## src/hw/rtl/tank_fill_controller_with_timeout_assert.svh

```systemverilog
// Assertion macros for the tank fill controller checks
`ifndef TANK_FILL_CONTROLLER_WITH_TIMEOUT_ASSERT_SVH
`define TANK_FILL_CONTROLLER_WITH_TIMEOUT_ASSERT_SVH

// same-cycle implication, sampled on clk, off while in reset
`define TFC_ASSERT_IMP(lbl, ante, cons, msg) \
	lbl: assert property (@(posedge clk) disable iff (!arst_n) (ante) |-> (cons)) \
		else $error(msg);

// next-cycle implication, sampled on clk, off while in reset
`define TFC_ASSERT_NXT(lbl, ante, cons, msg) \
	lbl: assert property (@(posedge clk) disable iff (!arst_n) (ante) |=> (cons)) \
		else $error(msg);

`endif

```

## src/hw/rtl/tfc_pkg.sv

```systemverilog
// Shared types and constants of the tank fill controller
`default_nettype none
package tfc_pkg;

	localparam int unsigned LEVEL_W = 8;
	localparam int unsigned TICKS_W = 16;
	localparam int unsigned CFG_IDX_W = 3;
	localparam int unsigned CFG_DATA_W = 16;
	localparam int unsigned QUEUE_DEPTH = 2;

	// register indexes
	localparam logic [CFG_IDX_W-1:0] REG_FULL_LEVEL = 3'd0;
	localparam logic [CFG_IDX_W-1:0] REG_FILL_LEVEL = 3'd1;
	localparam logic [CFG_IDX_W-1:0] REG_LOW_WARN_LEVEL = 3'd2;
	localparam logic [CFG_IDX_W-1:0] REG_EMPTY_ERROR_LEVEL = 3'd3;
	localparam logic [CFG_IDX_W-1:0] REG_FILL_TIMEOUT_TICKS = 3'd4;

	// register reset values
	localparam logic [LEVEL_W-1:0] FULL_LEVEL_RST = 8'd145;
	localparam logic [LEVEL_W-1:0] FILL_LEVEL_RST = 8'd155;
	localparam logic [LEVEL_W-1:0] LOW_WARN_LEVEL_RST = 8'd165;
	localparam logic [LEVEL_W-1:0] EMPTY_ERROR_LEVEL_RST = 8'd175;
	localparam logic [TICKS_W-1:0] FILL_TIMEOUT_RST = TICKS_W'(2 * 60 * 30);

	// tank modes
	localparam logic [1:0] MODE_INITIAL = 2'd0;
	localparam logic [1:0] MODE_FULL = 2'd1;
	localparam logic [1:0] MODE_FILLING = 2'd2;
	localparam logic [1:0] MODE_ERROR = 2'd3;

	// lamp colours
	localparam logic [2:0] LAMP_BLUE = 3'd0;
	localparam logic [2:0] LAMP_GREEN = 3'd1;
	localparam logic [2:0] LAMP_YELLOW = 3'd2;
	localparam logic [2:0] LAMP_RED = 3'd3;
	localparam logic [2:0] LAMP_OFF = 3'd4;

	// classified item, front to back
	typedef struct packed {
		logic is_tick;
		logic below_full;
		logic above_fill;
		logic above_warn;
		logic above_empty;
	} cmd_t;

	// queue status seen by the front and back
	typedef struct packed {
		logic full;
		logic empty;
	} queue_status_t;

endpackage
`default_nettype wire

```

## src/hw/rtl/tfc_in_if.sv

```systemverilog
// Input item channel: level samples and timer ticks
`default_nettype none
interface tfc_in_if;
	logic valid;
	logic ready;
	logic func;
	logic [tfc_pkg::LEVEL_W-1:0] level_sample;

	modport source (output valid, output func, output level_sample, input ready);
	modport sink (input valid, input func, input level_sample, output ready);
endinterface
`default_nettype wire

```

## src/hw/rtl/tfc_out_if.sv

```systemverilog
// Result channel: valve, mode and lamp
`default_nettype none
interface tfc_out_if;
	logic valid;
	logic ready;
	logic valve_open;
	logic [1:0] tank_state;
	logic [2:0] lamp_colour;
	logic lamp_update;

	modport source (output valid, output valve_open, output tank_state,
		output lamp_colour, output lamp_update, input ready);
	modport sink (input valid, input valve_open, input tank_state,
		input lamp_colour, input lamp_update, output ready);
endinterface
`default_nettype wire

```

## src/hw/rtl/tfc_cfg_if.sv

```systemverilog
// Configuration write channel
`default_nettype none
interface tfc_cfg_if;
	logic valid;
	logic ready;
	logic [tfc_pkg::CFG_IDX_W-1:0] index;
	logic [tfc_pkg::CFG_DATA_W-1:0] data;

	modport source (output valid, output index, output data, input ready);
	modport sink (input valid, input index, input data, output ready);
endinterface
`default_nettype wire

```

## src/hw/rtl/tfc_front.sv

```systemverilog
// Front end: threshold registers, item accept and classification
`default_nettype none
module tfc_front (
	input  wire logic                          clk,
	input  wire logic                          arst_n,
	tfc_in_if.sink                             items,
	tfc_cfg_if.sink                            cfg,
	input  wire tfc_pkg::queue_status_t        q_status,
	output logic                               push,
	output tfc_pkg::cmd_t                      push_cmd,
	output logic [tfc_pkg::TICKS_W-1:0]        fill_timeout
);

	logic [tfc_pkg::LEVEL_W-1:0] full_level_q;
	logic [tfc_pkg::LEVEL_W-1:0] fill_level_q;
	logic [tfc_pkg::LEVEL_W-1:0] low_warn_level_q;
	logic [tfc_pkg::LEVEL_W-1:0] empty_error_level_q;
	logic [tfc_pkg::TICKS_W-1:0] fill_timeout_q;

	assign cfg.ready = 1'b1;

	always_ff @(posedge clk or negedge arst_n) begin
		if (!arst_n) begin
			full_level_q <= tfc_pkg::FULL_LEVEL_RST;
			fill_level_q <= tfc_pkg::FILL_LEVEL_RST;
			low_warn_level_q <= tfc_pkg::LOW_WARN_LEVEL_RST;
			empty_error_level_q <= tfc_pkg::EMPTY_ERROR_LEVEL_RST;
			fill_timeout_q <= tfc_pkg::FILL_TIMEOUT_RST;
		end else if (cfg.valid) begin
			case (cfg.index)
				tfc_pkg::REG_FULL_LEVEL: full_level_q <= cfg.data[tfc_pkg::LEVEL_W-1:0];
				tfc_pkg::REG_FILL_LEVEL: fill_level_q <= cfg.data[tfc_pkg::LEVEL_W-1:0];
				tfc_pkg::REG_LOW_WARN_LEVEL: begin
					low_warn_level_q <= cfg.data[tfc_pkg::LEVEL_W-1:0];
				end
				tfc_pkg::REG_EMPTY_ERROR_LEVEL: begin
					empty_error_level_q <= cfg.data[tfc_pkg::LEVEL_W-1:0];
				end
				tfc_pkg::REG_FILL_TIMEOUT_TICKS: fill_timeout_q <= cfg.data;
				default: ;
			endcase
		end
	end

	assign items.ready = !q_status.full;
	assign push = items.valid && !q_status.full;
	assign fill_timeout = fill_timeout_q;

	// the user must change thresholds only while idle; the block does not enforce this, and compares are taken at accept
	always_comb begin
		push_cmd.is_tick = items.func;
		push_cmd.below_full = items.level_sample < full_level_q;
		push_cmd.above_fill = items.level_sample > fill_level_q;
		push_cmd.above_warn = items.level_sample > low_warn_level_q;
		push_cmd.above_empty = items.level_sample > empty_error_level_q;
	end

endmodule
`default_nettype wire

```

## src/hw/rtl/tfc_queue.sv

```systemverilog
// Short command queue between front and back
`default_nettype none
module tfc_queue (
	input  wire logic                   clk,
	input  wire logic                   arst_n,
	input  wire logic                   push,
	input  wire tfc_pkg::cmd_t          push_cmd,
	input  wire logic                   pop,
	output tfc_pkg::cmd_t               pop_cmd,
	output tfc_pkg::queue_status_t      status
);

	localparam int unsigned PTR_W = $clog2(tfc_pkg::QUEUE_DEPTH);
	localparam int unsigned CNT_W = $clog2(tfc_pkg::QUEUE_DEPTH + 1);

	tfc_pkg::cmd_t slot_q [tfc_pkg::QUEUE_DEPTH];
	logic [PTR_W-1:0] wr_ptr_q;
	logic [PTR_W-1:0] rd_ptr_q;
	logic [CNT_W-1:0] count_q;

	assign status.full = count_q == CNT_W'(tfc_pkg::QUEUE_DEPTH);
	assign status.empty = count_q == '0;
	assign pop_cmd = slot_q[rd_ptr_q];

	always_ff @(posedge clk) begin
		if (push) begin
			slot_q[wr_ptr_q] <= push_cmd;
		end
	end

	always_ff @(posedge clk or negedge arst_n) begin
		if (!arst_n) begin
			wr_ptr_q <= '0;
			rd_ptr_q <= '0;
			count_q <= '0;
		end else begin
			if (push) begin
				wr_ptr_q <= (wr_ptr_q == PTR_W'(tfc_pkg::QUEUE_DEPTH - 1)) ? '0 : wr_ptr_q + 1'b1;
			end
			if (pop) begin
				rd_ptr_q <= (rd_ptr_q == PTR_W'(tfc_pkg::QUEUE_DEPTH - 1)) ? '0 : rd_ptr_q + 1'b1;
			end
			case ({push, pop})
				2'b10: count_q <= count_q + 1'b1;
				2'b01: count_q <= count_q - 1'b1;
				default: ;
			endcase
		end
	end

endmodule
`default_nettype wire

```

## src/hw/rtl/tfc_back.sv

```systemverilog
// Back end: tank mode machine, fill timer and result register
`default_nettype none
module tfc_back (
	input  wire logic                      clk,
	input  wire logic                      arst_n,
	input  wire tfc_pkg::queue_status_t    q_status,
	input  wire tfc_pkg::cmd_t             pop_cmd,
	input  wire logic [tfc_pkg::TICKS_W-1:0] fill_timeout,
	output logic                           pop,
	tfc_out_if.source                      results
);

	typedef enum logic [1:0] {
		ST_INITIAL = tfc_pkg::MODE_INITIAL,
		ST_FULL    = tfc_pkg::MODE_FULL,
		ST_FILLING = tfc_pkg::MODE_FILLING,
		ST_ERROR   = tfc_pkg::MODE_ERROR
	} mode_t;

	mode_t mode_q;
	mode_t mode_d;
	logic valve_q;
	logic valve_d;
	logic [2:0] colour_q;
	logic [2:0] colour_d;
	logic [tfc_pkg::TICKS_W-1:0] count_q;
	logic [tfc_pkg::TICKS_W-1:0] count_d;
	logic [tfc_pkg::TICKS_W-1:0] count_inc;

	logic out_valid_q;
	logic out_valve_q;
	logic [1:0] out_state_q;
	logic [2:0] out_colour_q;
	logic out_update_q;

	assign pop = !q_status.empty && (!out_valid_q || results.ready);

	assign count_inc = (count_q == '1) ? count_q : count_q + 1'b1;

	// checks apply in order; each sees the result of the one before
	always_comb begin
		mode_d = mode_q;
		valve_d = valve_q;
		colour_d = colour_q;
		count_d = count_q;
		if (pop_cmd.is_tick) begin
			if (mode_q == ST_FILLING) begin
				count_d = count_inc;
				if (count_inc > fill_timeout) begin
					mode_d = ST_ERROR;
					valve_d = 1'b0;
					colour_d = tfc_pkg::LAMP_RED;
				end
			end else begin
				count_d = '0;
			end
		end else if (mode_q != ST_ERROR) begin
			if (pop_cmd.below_full && mode_d != ST_FULL) begin
				mode_d = ST_FULL;
				valve_d = 1'b0;
				colour_d = tfc_pkg::LAMP_BLUE;
			end
			if (pop_cmd.above_fill && mode_d != ST_FILLING) begin
				mode_d = ST_FILLING;
				valve_d = 1'b1;
				colour_d = tfc_pkg::LAMP_GREEN;
			end
			if (pop_cmd.above_empty) begin
				mode_d = ST_ERROR;
				valve_d = 1'b0;
				colour_d = tfc_pkg::LAMP_RED;
			end
			if (pop_cmd.above_warn && mode_d == ST_FILLING) begin
				colour_d = tfc_pkg::LAMP_YELLOW;
			end
		end
	end

	always_ff @(posedge clk or negedge arst_n) begin
		if (!arst_n) begin
			mode_q <= ST_INITIAL;
			valve_q <= 1'b0;
			colour_q <= tfc_pkg::LAMP_OFF;
			count_q <= '0;
			out_valid_q <= 1'b0;
			out_valve_q <= 1'b0;
			out_state_q <= tfc_pkg::MODE_INITIAL;
			out_colour_q <= tfc_pkg::LAMP_OFF;
			out_update_q <= 1'b0;
		end else begin
			if (pop) begin
				mode_q <= mode_d;
				valve_q <= valve_d;
				colour_q <= colour_d;
				count_q <= count_d;
				out_valid_q <= 1'b1;
				out_valve_q <= valve_d;
				out_state_q <= mode_d;
				out_colour_q <= colour_d;
				out_update_q <= colour_d != colour_q;
			end else if (results.ready) begin
				out_valid_q <= 1'b0;
			end
		end
	end

	assign results.valid = out_valid_q;
	assign results.valve_open = out_valve_q;
	assign results.tank_state = out_state_q;
	assign results.lamp_colour = out_colour_q;
	assign results.lamp_update = out_update_q;

endmodule
`default_nettype wire

```

## src/hw/rtl/tank_fill_controller_with_timeout.sv

```systemverilog
// Tank fill controller: top level
//
// items: one beat is a level sample (func 0) or a timer tick (func 1).
// results: one beat per item, in order: valve drive, tank mode, lamp colour
//   and a strobe set when the colour changed on that item.
// cfg: register writes (0 full, 1 fill, 2 low warn, 3 empty error levels,
//   4 fill timeout in ticks); always ready, unknown indexes are dropped.
//   Write only with no items in flight.
// Path: an accepted item is written to the queue; the back pops it into the
//   result register unless that register still holds a beat not yet taken.
// Throughput: one item per cycle; the front classifies against the
//   thresholds, a two-entry queue decouples it from the mode machine in the
//   back, which retires one item per cycle into the result register.
// Stall: with results.ready low the result register holds, the queue fills
//   and items.ready drops once both entries are taken.
// Reset: thresholds return to defaults, mode initial, valve closed, lamp
//   off, timer cleared, queue and result register empty. Error mode is
//   held until the next reset.
`default_nettype none
`include "tank_fill_controller_with_timeout_assert.svh"
module tank_fill_controller_with_timeout (
	input  wire logic clk,
	input  wire logic arst_n,
	tfc_in_if.sink    items,
	tfc_out_if.source results,
	tfc_cfg_if.sink   cfg
);

	tfc_pkg::queue_status_t q_status;
	tfc_pkg::cmd_t push_cmd;
	tfc_pkg::cmd_t pop_cmd;
	logic push;
	logic pop;
	logic [tfc_pkg::TICKS_W-1:0] fill_timeout;

	// result-side decodes for the checks below
	logic res_error;
	logic valve_ok;
	logic red_closed;
	logic off_ok;
	logic valid_error;
	logic taken_error;

	tfc_front u_front (
		.clk          (clk),
		.arst_n       (arst_n),
		.items        (items),
		.cfg          (cfg),
		.q_status     (q_status),
		.push         (push),
		.push_cmd     (push_cmd),
		.fill_timeout (fill_timeout)
	);

	tfc_queue u_queue (
		.clk      (clk),
		.arst_n   (arst_n),
		.push     (push),
		.push_cmd (push_cmd),
		.pop      (pop),
		.pop_cmd  (pop_cmd),
		.status   (q_status)
	);

	tfc_back u_back (
		.clk          (clk),
		.arst_n       (arst_n),
		.q_status     (q_status),
		.pop_cmd      (pop_cmd),
		.fill_timeout (fill_timeout),
		.pop          (pop),
		.results      (results)
	);

	assign res_error = results.tank_state == tfc_pkg::MODE_ERROR;
	assign valve_ok = results.valve_open == (results.tank_state == tfc_pkg::MODE_FILLING);
	assign red_closed = results.lamp_colour == tfc_pkg::LAMP_RED && !results.valve_open;
	assign off_ok = (results.lamp_colour == tfc_pkg::LAMP_OFF) ==
		(results.tank_state == tfc_pkg::MODE_INITIAL);
	assign valid_error = results.valid && res_error;
	assign taken_error = results.valid && results.ready && res_error;

	`TFC_ASSERT_IMP(a_valve_tracks_filling, results.valid, valve_ok, "valve drive vs mode")
	`TFC_ASSERT_IMP(a_error_shows_red, valid_error, red_closed, "error without red and closed")
	`TFC_ASSERT_IMP(a_off_only_initial, results.valid, off_ok, "lamp off outside initial")
	`TFC_ASSERT_NXT(a_error_latched, taken_error, !results.valid || res_error, "error mode left")

endmodule
`default_nettype wire

```

## src/flat_wrapper.sv

```systemverilog
// flat-port wrapper written by rule: the top's interface ports become plain ports
module tank_fill_controller_with_timeout_flat 
  (clk, arst_n, items_valid, items_func, items_level_sample, items_ready, results_valid, results_valve_open, results_tank_state, results_lamp_colour, results_lamp_update, results_ready, cfg_valid, cfg_index, cfg_data, cfg_ready);
  tfc_in_if items_i ();
  tfc_out_if results_i ();
  tfc_cfg_if cfg_i ();
  input  wire logic clk;
  input  wire logic arst_n;
  input wire logic [$bits(items_i.valid)-1:0] items_valid;
  input wire logic [$bits(items_i.func)-1:0] items_func;
  input wire logic [$bits(items_i.level_sample)-1:0] items_level_sample;
  output wire logic [$bits(items_i.ready)-1:0] items_ready;
  output wire logic [$bits(results_i.valid)-1:0] results_valid;
  output wire logic [$bits(results_i.valve_open)-1:0] results_valve_open;
  output wire logic [$bits(results_i.tank_state)-1:0] results_tank_state;
  output wire logic [$bits(results_i.lamp_colour)-1:0] results_lamp_colour;
  output wire logic [$bits(results_i.lamp_update)-1:0] results_lamp_update;
  input wire logic [$bits(results_i.ready)-1:0] results_ready;
  input wire logic [$bits(cfg_i.valid)-1:0] cfg_valid;
  input wire logic [$bits(cfg_i.index)-1:0] cfg_index;
  input wire logic [$bits(cfg_i.data)-1:0] cfg_data;
  output wire logic [$bits(cfg_i.ready)-1:0] cfg_ready;
  assign items_i.valid = items_valid;
  assign items_i.func = items_func;
  assign items_i.level_sample = items_level_sample;
  assign items_ready = items_i.ready;
  assign results_valid = results_i.valid;
  assign results_valve_open = results_i.valve_open;
  assign results_tank_state = results_i.tank_state;
  assign results_lamp_colour = results_i.lamp_colour;
  assign results_lamp_update = results_i.lamp_update;
  assign results_i.ready = results_ready;
  assign cfg_i.valid = cfg_valid;
  assign cfg_i.index = cfg_index;
  assign cfg_i.data = cfg_data;
  assign cfg_ready = cfg_i.ready;
  tank_fill_controller_with_timeout u_core (.clk(clk), .arst_n(arst_n), .items(items_i), .results(results_i), .cfg(cfg_i));
endmodule
```

## config.mk

```make
export PLATFORM = sky130hd
export DESIGN_NAME = tank_fill_controller_with_timeout_flat
export DESIGN_NICKNAME = d
export VERILOG_FILES = /design/src/hw/rtl/tfc_pkg.sv /design/src/hw/rtl/tfc_in_if.sv /design/src/hw/rtl/tfc_out_if.sv /design/src/hw/rtl/tfc_cfg_if.sv /design/src/hw/rtl/tfc_front.sv /design/src/hw/rtl/tfc_queue.sv /design/src/hw/rtl/tfc_back.sv /design/src/hw/rtl/tank_fill_controller_with_timeout.sv /design/src/flat_wrapper.sv
export VERILOG_INCLUDE_DIRS = /design/src /design/src/hw/rtl
export SDC_FILE = /design/constraint.sdc
export NUM_CORES = 1
export LEC_CHECK = 0
export BUFFER_PORTS_ARGS = -buffer_cell sky130_fd_sc_hd__buf_2
export CAP_MARGIN = 20
export CORE_MARGIN = 2
export CORE_UTILIZATION = 37
export DETAILED_ROUTE_END_ITERATION = 8
export GPL_TIMING_DRIVEN = 1
export MAX_ROUTING_LAYER = met4
export SYNTH_ARGS = -nofsm -noshare
export SYNTH_HDL_FRONTEND = slang
export SYNTH_SLANG_ARGS = --single-unit
```

## constraint.sdc

```tcl
create_clock -name clk -period 10.5 [get_ports clk]
set_clock_uncertainty 0.2 [all_clocks]
set_input_delay 1.05 -clock clk [delete_from_list [all_inputs] [get_ports clk]]
set_output_delay 1.05 -clock clk [all_outputs]
set_load 0.005 [all_outputs]
```

=== Word level (Yosys, flattened, before mapping) ===
Memories as Yosys holds them, arrays and structs flattened.
Cells that the tools add are included.
W data, S select, Z words.

* Bits in writable memories: 10
* Memories: 1
* Memory bits (read-only): 0
* Output and inout port bits: 10
* Logic and storage cells: 99
* Register bits after elaboration: 76
* Latch bits: 0

{| class="wikitable"
|+ Memories
! memory !! words !! width !! read ports !! clocked after memory_dff !! write ports !! RTL line !! text
|-
| u_core.u_queue.slot_q || 2 || 5 || 1 || 0 || 1 || tfc_queue.sv:16 || <nowiki>tfc_pkg::cmd_t slot_q [tfc_pkg::QUEUE_DEPTH];</nowiki>
|}

* Bitwise operators: 0
* Magnitude comparators: 5
* Reduce and logical (&&, ||, !) cells: 23
* Multiplexer cells: 35
* Shifts and indexed selects: 0
* Multiply operators: 0
* Divide/modulo/power cells: 0
* Equality and inequality tests: 16
* Add/subtract/negate cells: 5

{| class="wikitable"
|+ Operators by type and width
! kind !! count
|-
| $mux W16 || 2
|-
| $gt A8 B8 Y1 || 3
|-
| $mux W3 || 8
|-
| $mux W2 || 11
|-
| $add A16 B1 Y16 const B || 1
|-
| $eq A16 B16 Y1 const B || 1
|-
| $gt A16 B16 Y1 || 1
|-
| $mux W1 || 13
|-
| $reduce_and A2 Y1 || 6
|-
| $eq A2 B2 Y1 const B || 4
|-
| $lt A8 B8 Y1 || 1
|-
| $ne A2 B2 Y1 const B || 4
|-
| $eq A3 B2 Y1 const B || 2
|-
| $reduce_bool A2 Y1 || 3
|-
| $logic_and A1 B1 Y1 || 5
|-
| $reduce_and A5 Y1 || 1
|-
| $pmux W2 S2 || 1
|-
| $reduce_and A4 Y1 || 1
|-
| $reduce_bool A4 Y1 || 1
|-
| $eq A3 B1 Y1 const B || 1
|-
| $eq A3 B3 Y1 const B || 1
|-
| $logic_not A1 Y1 || 3
|-
| $logic_not A3 Y1 || 1
|-
| $ne A3 B3 Y1 || 1
|-
| other kinds (7) || 8
|}

=== Depth between registers and ports, before layout ===
Gate-level depths: netlist of run 1.

* Depth after elaboration: 17
* Gate-level depth with buffers: 15

=== Hierarchy ===
A second synthesis of run 1 with hierarchy kept.

* Cell total of the unflattened synthesis: 519
* Area total of the unflattened synthesis: 5,378.9 um2

{| class="wikitable"
|+ By module, submodules not included
! module !! area each (um2) !! instances !! cells each
|-
| tfc_front || 2,647.5 || 1 || 233
|-
| tfc_back || 2,183.3 || 1 || 254
|-
| tfc_queue || 548.0 || 1 || 32
|}

=== Least setup slack after synthesis of run 1 ===
No wires, ideal clock.

* Path kind: register to register
* Start: register u_core.u_back.count_q[4] in the netlist's numbering
* End: register u_core.u_back.out_state_q[0] (netlist: u_core.u_back.results.tank_state[0])
* Data required time: 10.169 ns
* Library setup time: 0.131 ns
* Cell stages (with the launch flop): 15
* Data arrival time: 3.162 ns
* Setup slack: 7.007 ns
* Cell sequence: dfrtp_1 buf_4 and4_4 nand4_4 nor3_1 and3_1 mux2_2 ha_1 nand4_1 or4_1 a21oi_1 a31oi_1 nand2_1 a21oi_1 a2bb2oi_1

* Cells in the longest elaborated chain, start to end: 5
* Elaborated cells on any way between the ends: 6
* Classes of those cells: add/sub (1); order compare (1); eq/ne (2); mux (1); reduce/logical (1)

{| class="wikitable"
|+ RTL lines
! what !! RTL line !! text
|-
| start, declared || tfc_back.sv:26 || <nowiki>logic [tfc_pkg::TICKS_W-1:0] count_q;</nowiki>
|-
| start signal, assigned || tfc_back.sv:95 || <nowiki>count_q <= count_d;</nowiki>
|-
| $add A16 B1 Y16 or $eq A16 B16 Y1 (tied branches) || tfc_back.sv:38 || <nowiki>assign count_inc = (count_q == '1) ? count_q : count_q + 1'b1;</nowiki>
|-
| $mux W16 (*) || tfc_back.sv:38 ||
|-
| $gt A16 B16 Y1 (*) || tfc_back.sv:49 || <nowiki>if (count_inc > fill_timeout) begin</nowiki>
|-
| $ne A2 B2 Y1 (no line) (*) || -- ||
|-
| $reduce_and A4 Y1 (no line) (*) || -- ||
|-
| end signal, assigned || tfc_back.sv:87 || <nowiki>out_state_q <= tfc_pkg::MODE_INITIAL;</nowiki>
|-
| end signal, assigned || tfc_back.sv:98 || <nowiki>out_state_q <= mode_d;</nowiki>
|-
| end, declared || tfc_back.sv:32 || <nowiki>logic [1:0] out_state_q;</nowiki>
|}

Every way passes the cells marked *; elsewhere a longest branch is shown, timed or not.
A chain may end at the register's enable or synchronous reset.

=== Final worst setup path of run 1 ===
Same ends and word-level chain as after synthesis.

==> results of run 1 <==
## final timing paths
path / startpoint / to / depth (start not counted)
worst max-delay path: u_core.u_back.count_q[4]$_DFFE_PN0P_ / u_core.u_back.results.tank_state[0]$_DFFE_PN0P_ / 13
worst min-delay path: u_core.u_back.results.lamp_colour[2]$_DFFE_PN1P_ / u_core.u_back.results.lamp_colour[2]$_DFFE_PN1P_ / 1
worst max register to register: u_core.u_back.count_q[4]$_DFFE_PN0P_ / u_core.u_back.results.tank_state[0]$_DFFE_PN0P_ / 13
worst min register to register: u_core.u_back.results.lamp_colour[2]$_DFFE_PN1P_ / u_core.u_back.results.lamp_colour[2]$_DFFE_PN1P_ / 1
max in group asynchronous: arst_n / u_core.u_back.results.tank_state[0]$_DFFE_PN0P_ / 1
min in group asynchronous: arst_n / u_core.u_front.low_warn_level_q[1]$_DFFE_PN0P_ / 1
## flip-flops by register name, indices dropped and copies added, names as in the netlist
signal	count
u_core.u_back.count_q	16
u_core.u_back.results.lamp_colour	3
u_core.u_back.results.lamp_update	1
u_core.u_back.results.tank_state	2
u_core.u_back.results.valid	1
u_core.u_back.results.valve_open	1
u_core.u_front.empty_error_level_q	8
u_core.u_front.fill_level_q	8
u_core.u_front.fill_timeout	16
u_core.u_front.full_level_q	8
u_core.u_front.low_warn_level_q	8
u_core.u_queue.count_q	2
u_core.u_queue.rd_ptr_q	1
u_core.u_queue.slot_q	10
u_core.u_queue.wr_ptr_q	1
## cells in the final DEF, fill, tap and decap left out, types with 7 or more instances in the layout
cell type,instances
a21oi_1,26
o21ai_0,64
mux2_2,14
and3_1,7
ha_1,49
clkbuf_16,9
dfrtp_1,53
o21a_1,7
a21o_1,7
edfxtp_1,10
xnor2_1,11
nor2b_1,7
dfstp_2,23
nand3_1,13
nand2_1,71
buf_2,40
nor2_1,20
inv_1,48
## critical path: stages (launching register included)
cell and delay [ns]:
dfrtp_1 0.48, and4_4 0.30, nand4_4 0.14, nor3_1 0.32, and3_1 0.26, mux2_2 0.35, ha_1 0.30, nand4_1 0.18
or4_1 0.55, a21oi_1 0.15, a31oi_1 0.10, nand2_1 0.23, a21oi_1 0.06, a2bb2oi_1 0.15
## power by group
group          internal, mW  switching [mW]
Sequential            0.427          0.0505
Combinational         0.154           0.216
Clock                 0.184           0.131
## through the flow
stage	worst slack, ns	instance area, µm²	total power [mW]	utilization [%]	hold WS (ns)
2_1_floorplan	7.01	5050	0.737	-	0.260
3_3_place_gp	6.78	5460	0.839	41.1	0.278
3_5_place_dp	6.64	5470	0.853	41.2	0.285
4_1_cts	6.62	5760	1.17	43.3	0.296
5_1_grt	6.30	5760	1.25	43.3	0.313
6_report	6.60	5760	1.16	43.3	0.293
## metal layers
layer,vias to the layer above,routed length (µm)
li1,1932,-
met1,1869,5390
met2,65,5600
met3,16,405
met4,0,233
met5,-,0
## cells in the mapped netlist, drive strengths merged (2+ instances only)
cell	count	area share (%)
nand3b	2	0.30
o21a	8	1.2
ha	49	12
o31ai	6	0.89
nand4	8	1.4
a21o	7	1.0
dfstp	23	12
o31a	4	0.69
a2bb2oi	3	0.52
nor4bb	3	0.59
nand2b	6	0.74
buf	4	0.54
inv	48	3.6
a211oi	2	0.30
nor2	21	1.6
xnor2	11	1.9
a22o	4	0.69
nand3	13	1.3
edfxtp	10	5.9
a31oi	4	0.49
clkbuf	10	0.74
mux2	14	3.1
mux2i	4	0.79
a21boi	2	0.30
o211a	2	0.40
nor2b	7	0.87
and2	4	0.49
xor2	5	0.87
or4	2	0.30
and3	7	0.87
nand2	71	5.3
dfrtp	53	26
o21ai	65	6.4
a21oi	26	2.6
nor3	4	0.40
## cells by family (layout without fill, tap and decap cells)
logic type	Yosys count	count (layout)
AOI/OAI and AO/OA	141	141
xor gates and xnor gates	16	16
adders and majority gates	49	49
buffers and inverters	62	109
DFF	86	86
muxes	18	18
other	1	1
and+or+nand+nor	154	154
## area by class of cell
cell class	count	area share, %
clock buffers	12	4.11
multi-input cells	379	45.2
clock inverters	4	0.826
flip-flops and latches	86	38.8
well taps	176	3.83
inverters	48	3.13
repair buffers	45	4.13
==> results.md, run 1 <==
* Max_cap viols at 0
* Max transition margin at 35.1%
* Crit path kind: flop to flop
* GRT overflow at 0
* WL final at 11600 µm
* Post-DP HPWL at 8630 µm
* Status: completed
* Vias after detailed routing at 3882
* Synth-to-Final Area Change at 13.9%
* Resized Gates After CTS at 0
* Number of synthesized flops with an enable pin at 10
* Die area at 0.0146 mm²
* Netlist cell types at 56
* Worst hold-check path type: flop to flop
* Core area at 0.0133 mm²
* Post-Synth XOR/XNOR Area at 2.77%
* Row count at 42
* PwrDens at 202 mW/mm²
* Clock buffer count from CTS at 9
* Cell Area, Synth at 0.00505 mm²
* Leakage at 2.62 nW
* Share of layout cells above drive strength 1 at 18.5%
* Root buffer cell: clkbuf_16
* Die Width at 121 µm
* Met1 global-route usage at 22.2%
* Final setup viols at 0
* Fin crit share at 37.2%
* Vias per inst at 5.18
* Clk buf depth at 2
* Vias in the first global route at 4050
* Gr usage total at 18.0%
* Clk sinks at 86
* Clk Latency, worst-skew pair at 0.35 ns
* Final net count at 651
* First-pass GRT wire length at 19800 µm
* Post-Place Cells at 734
* Slew Viols, Final at 0
* FMAX at 256 MHz
* Post-route DRC at 0
* IO Count at 43
* TritonCTS clock tree: done
* DRT Pass-1 Iters at 4
* Synth Net Count at 609
* Post-synth ARST share at 88.4%
* R2R setup slack at 6.60 ns
* Post-synthesis mux area share at 3.91%
* Initial antenna violation count at 0
* Final non-filler cell total at 750
* Measured slew at the worst slew-check pin at 0.973 ns
* Synth Area in Adders at 12.1%
* Synth Area in Compound Gates at 16.9%
* # diodes at 0
* Busiest grt layer: met2
* Maximum fanout along the worst path at 8
* # hold bufs at CTS at 0
* Tmin final at 3.90 ns
* Antenna-violating nets left at 0
* Avg WL per Cell at 15.5 µm
* Die H at 121 µm
* Setup crit end kind: flop
* Setup Buffers After CTS at 0
* Routability cong. at 0.891
* Met3 usage at 3.57%
* Final hold violations at 0
* Initial Utilization at 38.0%
* Critical Path RT at 10.52 ns
* Startpoint types: flop
* Post-synthesis sequential area ratio at 44.1%
* Clk slew on worst S/H paths at 0.06 ns
* IO Port Bufs at 41
* Routing usage on met2 at 28.9%
* Largest net degree at the start of global routing at 77
* Syn Inst Count at 527
* Simple-Gate Fraction of Synth Area at 15.2%
* Ys Warns at 0
* VDD IR-drop max at 0.0672 mV
* Fillers at 1288
* Iter 0 DRT Violations at 187
* Unrepaired setup endpoints after global routing: no
* Seq cells post-synth at 86
* Register area at 0.00223 mm²
* Top FF cell, synth: dfrtp_1
* CP arrival at 3.93 ns
* H-Tree Depth at 3
* Largest family of logic cells by synthesized area: compound AO/OA/AOI/OAI gates
* Area of the multi-input gates at 0.00260 mm²
* Syn_area_per_cell at 9.59 µm²
* Setup TNS Final at 0 ns
Note: power is estimated with default switching activity, not from simulation.
==> run 2, diff against run 1 <==
ABC_AREA = 1   (was default)
clock period = 4 ns   (was 10.5 ns; I/O delays follow)
==> results.md, run 2 <==
* Status: finished, violations left
* Failing checks: hold timing
* CP max stage delay at 0.38 ns (-0.17 ns)
* VDD IR-drop max at 0.218 mV (+230%)
* Top post-synthesis cells by area: dfrtp_1 26%, ha_1 12%, dfstp_2 12%
* Initial Utilization at 38.3% (+0.25 points)
* Worst path bufs/invs at 2 (+2)
* Row count at 42 (unchanged)
* FMAX at 302 MHz (+18%)
* GRT overflow at 0 (unchanged)
* Maximum fanout along the worst path at 6 (-2)
* H-Tree Depth at 3 (unchanged)
* PwrDens at 530 mW/mm² (+160%)
* Routability cong. at 0.896 (+0.58%)
* Max transition margin at 32.4% (-2.7 points)
* Resized Gates After CTS at 0 (unchanged)
* Setup ws final at 0.689 ns (-5.91 ns)
* # hold bufs at CTS at 0 (unchanged)
* Clock buffer count from CTS at 9 (unchanged)
* Final net count at 755 (+16%)
* Clk sinks at 86 (unchanged)
* Syn_area_per_cell at 8.11 µm² (-15%)
* Setup crit end kind: flop
* Post-synthesis sequential area ratio at 43.7% (-0.46 points)
* Vias after detailed routing at 4189 (+7.9%)
* Top cell type's share of synthesized area at 26.0% (-0.28 points)
* Synth-to-Final Area Change at 14.2%
* Pre-CTS setup slack at 0.714 ns (-5.93 ns)
* Post-route DRC at 0 (unchanged)
* Critical Path RT at 4.04 ns (-6.48 ns)
* Root buffer cell: clkbuf_16
* Netlist cell types at 40 (-29%)
* Leakage at 2.90 nW (+11%)
* Post-synth ARST share at 88.4% (unchanged)
* Most used cell, CP: nand2_1
* TritonCTS clock tree: done
* Antenna-violating nets left at 0 (unchanged)
* Fin crit share at 82.8% (+46 points)
* Top FF cell, synth: dfrtp_1
* Tmin final at 3.31 ns (-0.592 ns)
* Vias per inst at 4.91 (-5.2%)
* Iter 0 DRT Violations at 190 (+1.6%)
* DRT Pass-1 Iters at 4 (unchanged)
* Max_cap viols at 0 (unchanged)
* Share of layout cells above drive strength 1 at 14.7% (-3.7 points)
* WHS at -0.00269 ns (-0.296 ns)
* Measured slew at the worst slew-check pin at 1.01 ns (+0.0408 ns)
* Initial antenna violation count at 0 (unchanged)
* CP cell instances: ha_1 > nand3_2 > nor2_4 > nand2_2 > nor2_4 > nand2_4 > inv_2 > nand2_2 > nand2_2 > nor2_1 > xor2_1 > inv_1 > ha_1 > nand2_1 > nor3_1 > nand2_1 > nand2_1 > nand2_1 > nand2_1 > nand2_1 > nor3_1 > o22ai_1
* Unrepaired setup endpoints after global routing: no
* Commonest non-fill, non-tap cells in the layout: 139 x nand2_1, 112 x inv_1, 61 x o21ai_0
* Die Width at 122 µm (+0.51%)
* List of most frequent post-synthesis cells: 139 x nand2_1, 112 x inv_1, 61 x o21ai_0
* IO Count at 43 (unchanged)
* Count leader, synth: nand2_1
* Synth Net Count at 712 (+17%)
* Placed inst area at 0.00549 mm² (+0.41%)
* Slew Viols, Final at 0 (unchanged)
* Vias in the first global route at 4249 (+4.9%)
* Crit path kind: flop to flop
* WL final at 11200 µm (-3.4%)
* Post-DP HPWL at 8400 µm (-2.6%)
* Final setup viols at 0 (unchanged)
* Most common cell after layout, fill and taps aside: nand2_1
* First-pass GRT wire length at 19600 µm (-1.1%)
* Core area at 0.0133 mm² (+0.39%)
* Clk buf depth at 2 (unchanged)
* Die area at 0.0148 mm² (+1.0%)
* Avg WL per Cell at 13.2 µm (-15%)
* Crit-path leading delay family: simple AND/OR/NAND/NOR gates
* Largest net degree at the start of global routing at 77 (unchanged)
* IO Port Bufs at 41 (unchanged)
* Syn Inst Count at 630 (+20%)
* Ys Warns at 0 (unchanged)
* Clk slew on worst S/H paths at 0.07 ns (about the same)
* Startpoint types: flop
* CP arrival at 3.35 ns (-0.58 ns)
* Setup TNS Final at 0 ns (unchanged)
* Cell Area, Synth at 0.00511 mm² (+1.1%)
* # diodes at 0 (unchanged)
* Die H at 122 µm (+0.51%)
* Seq cells post-synth at 86 (unchanged)
* Setup Buffers After CTS at 0 (unchanged)
* Number of synthesized flops with an enable pin at 10 (unchanged)
* Fillers at 1374 (+6.7%)
* Gr usage total at 17.4% (-0.61 points)
* Biggest area consumer among synthesized cells: dfrtp_1
* Cell area after layout at 0.00583 mm² (+1.4%)
* Worst hold-check path type: input port to async pin
* Clk Latency, worst-skew pair at 0.36 ns (about the same)
* CP max-delay cell: dfrtp_1
* Final hold violations at 2 (+2)
## run 2: cell count changes after synthesis, sizes merged, moves of 7 or more
cell	delta
nor2	+34
and3	-7
mux2	-14
o22ai	+8
nor2b	-7
xnor2	-10
nor3	+7
a21oi	+11
inv	+67
nand2	+72
## run 2: metrics by stage
step                      total power [mW]  utilization, %  std cells  hold WS [ns]
after floorplan                       1.89               -        630       -0.0956
after global placement                2.12            41.2        837         0.267
after detailed placement              2.16            41.2        837         0.262
after CTS                             3.12            43.6        853        0.0316
after global routing                  3.34            43.7        854        0.0338
final                                 3.09            43.7        854      -0.00269
## run 2: path summary, 6_finish.rpt
check                                                                 startpoint                                               end  slack, ns  depth (start not counted)
worst max-delay path                        u_core.u_back.count_q[0]$_DFFE_PN0P_      u_core.u_back.results.valve_open$_DFFE_PN0P_       0.69                         22
worst min-delay path                                                      arst_n        u_core.u_front.fill_level_q[2]$_DFFE_PN0P_     -0.003                          1
max in group asynchronous                                                 arst_n        u_core.u_front.fill_level_q[5]$_DFFE_PN0P_       2.94                          1
min in group clk                                                      items_func             u_core.u_queue.slot_q[0][4]$_DFFE_PP_       0.04                          1
worst max register to register              u_core.u_back.count_q[0]$_DFFE_PN0P_      u_core.u_back.results.valve_open$_DFFE_PN0P_       0.69                         22
worst min register to register  u_core.u_back.results.lamp_colour[2]$_DFFE_PN1P_  u_core.u_back.results.lamp_colour[2]$_DFFE_PN1P_       0.27                          1
## run 2: routing by layer
layer / part of all wire (%) / track usage [%] / wire [µm]
met1: 45 / 21.0 / 5070
met2: 48 / 27.7 / 5450
met3: 3.2 / 3.01 / 364
met4: 3.1 / 9.55 / 352
met5: 0 / - / 0
## run 2: kinds of logic after synthesis
family,after synthesis,share of synthesized area [%]
xor gates and xnor gates,12,2.20
AOI/OAI and AO/OA,118,12.5
other,1,0.0734
DFF,86,43.7
buffers and inverters,125,9.28
and+or+nand+nor,239,20.3
adders and majority gates,49,12.0
## run 2: report_power, final
group          switching, mW  internal, mW  total (mW)
clock                  0.381         0.556       0.937
combinational          0.608         0.335       0.944
sequential             0.109          1.10        1.21
total                   1.10          1.99        3.09
## run 2: layout make-up
type | count | area (µm²) | share of cell area, %
tap | 176 | 220 | 3.77
clock inverter | 7 | 104 | 1.78
sequential | 86 | 2230 | 38.2
inverter | 115 | 432 | 7.40
multi-input combinational | 419 | 2400 | 41.2
clock buffer | 9 | 225 | 3.86
timing repair buffer | 42 | 219 | 3.75
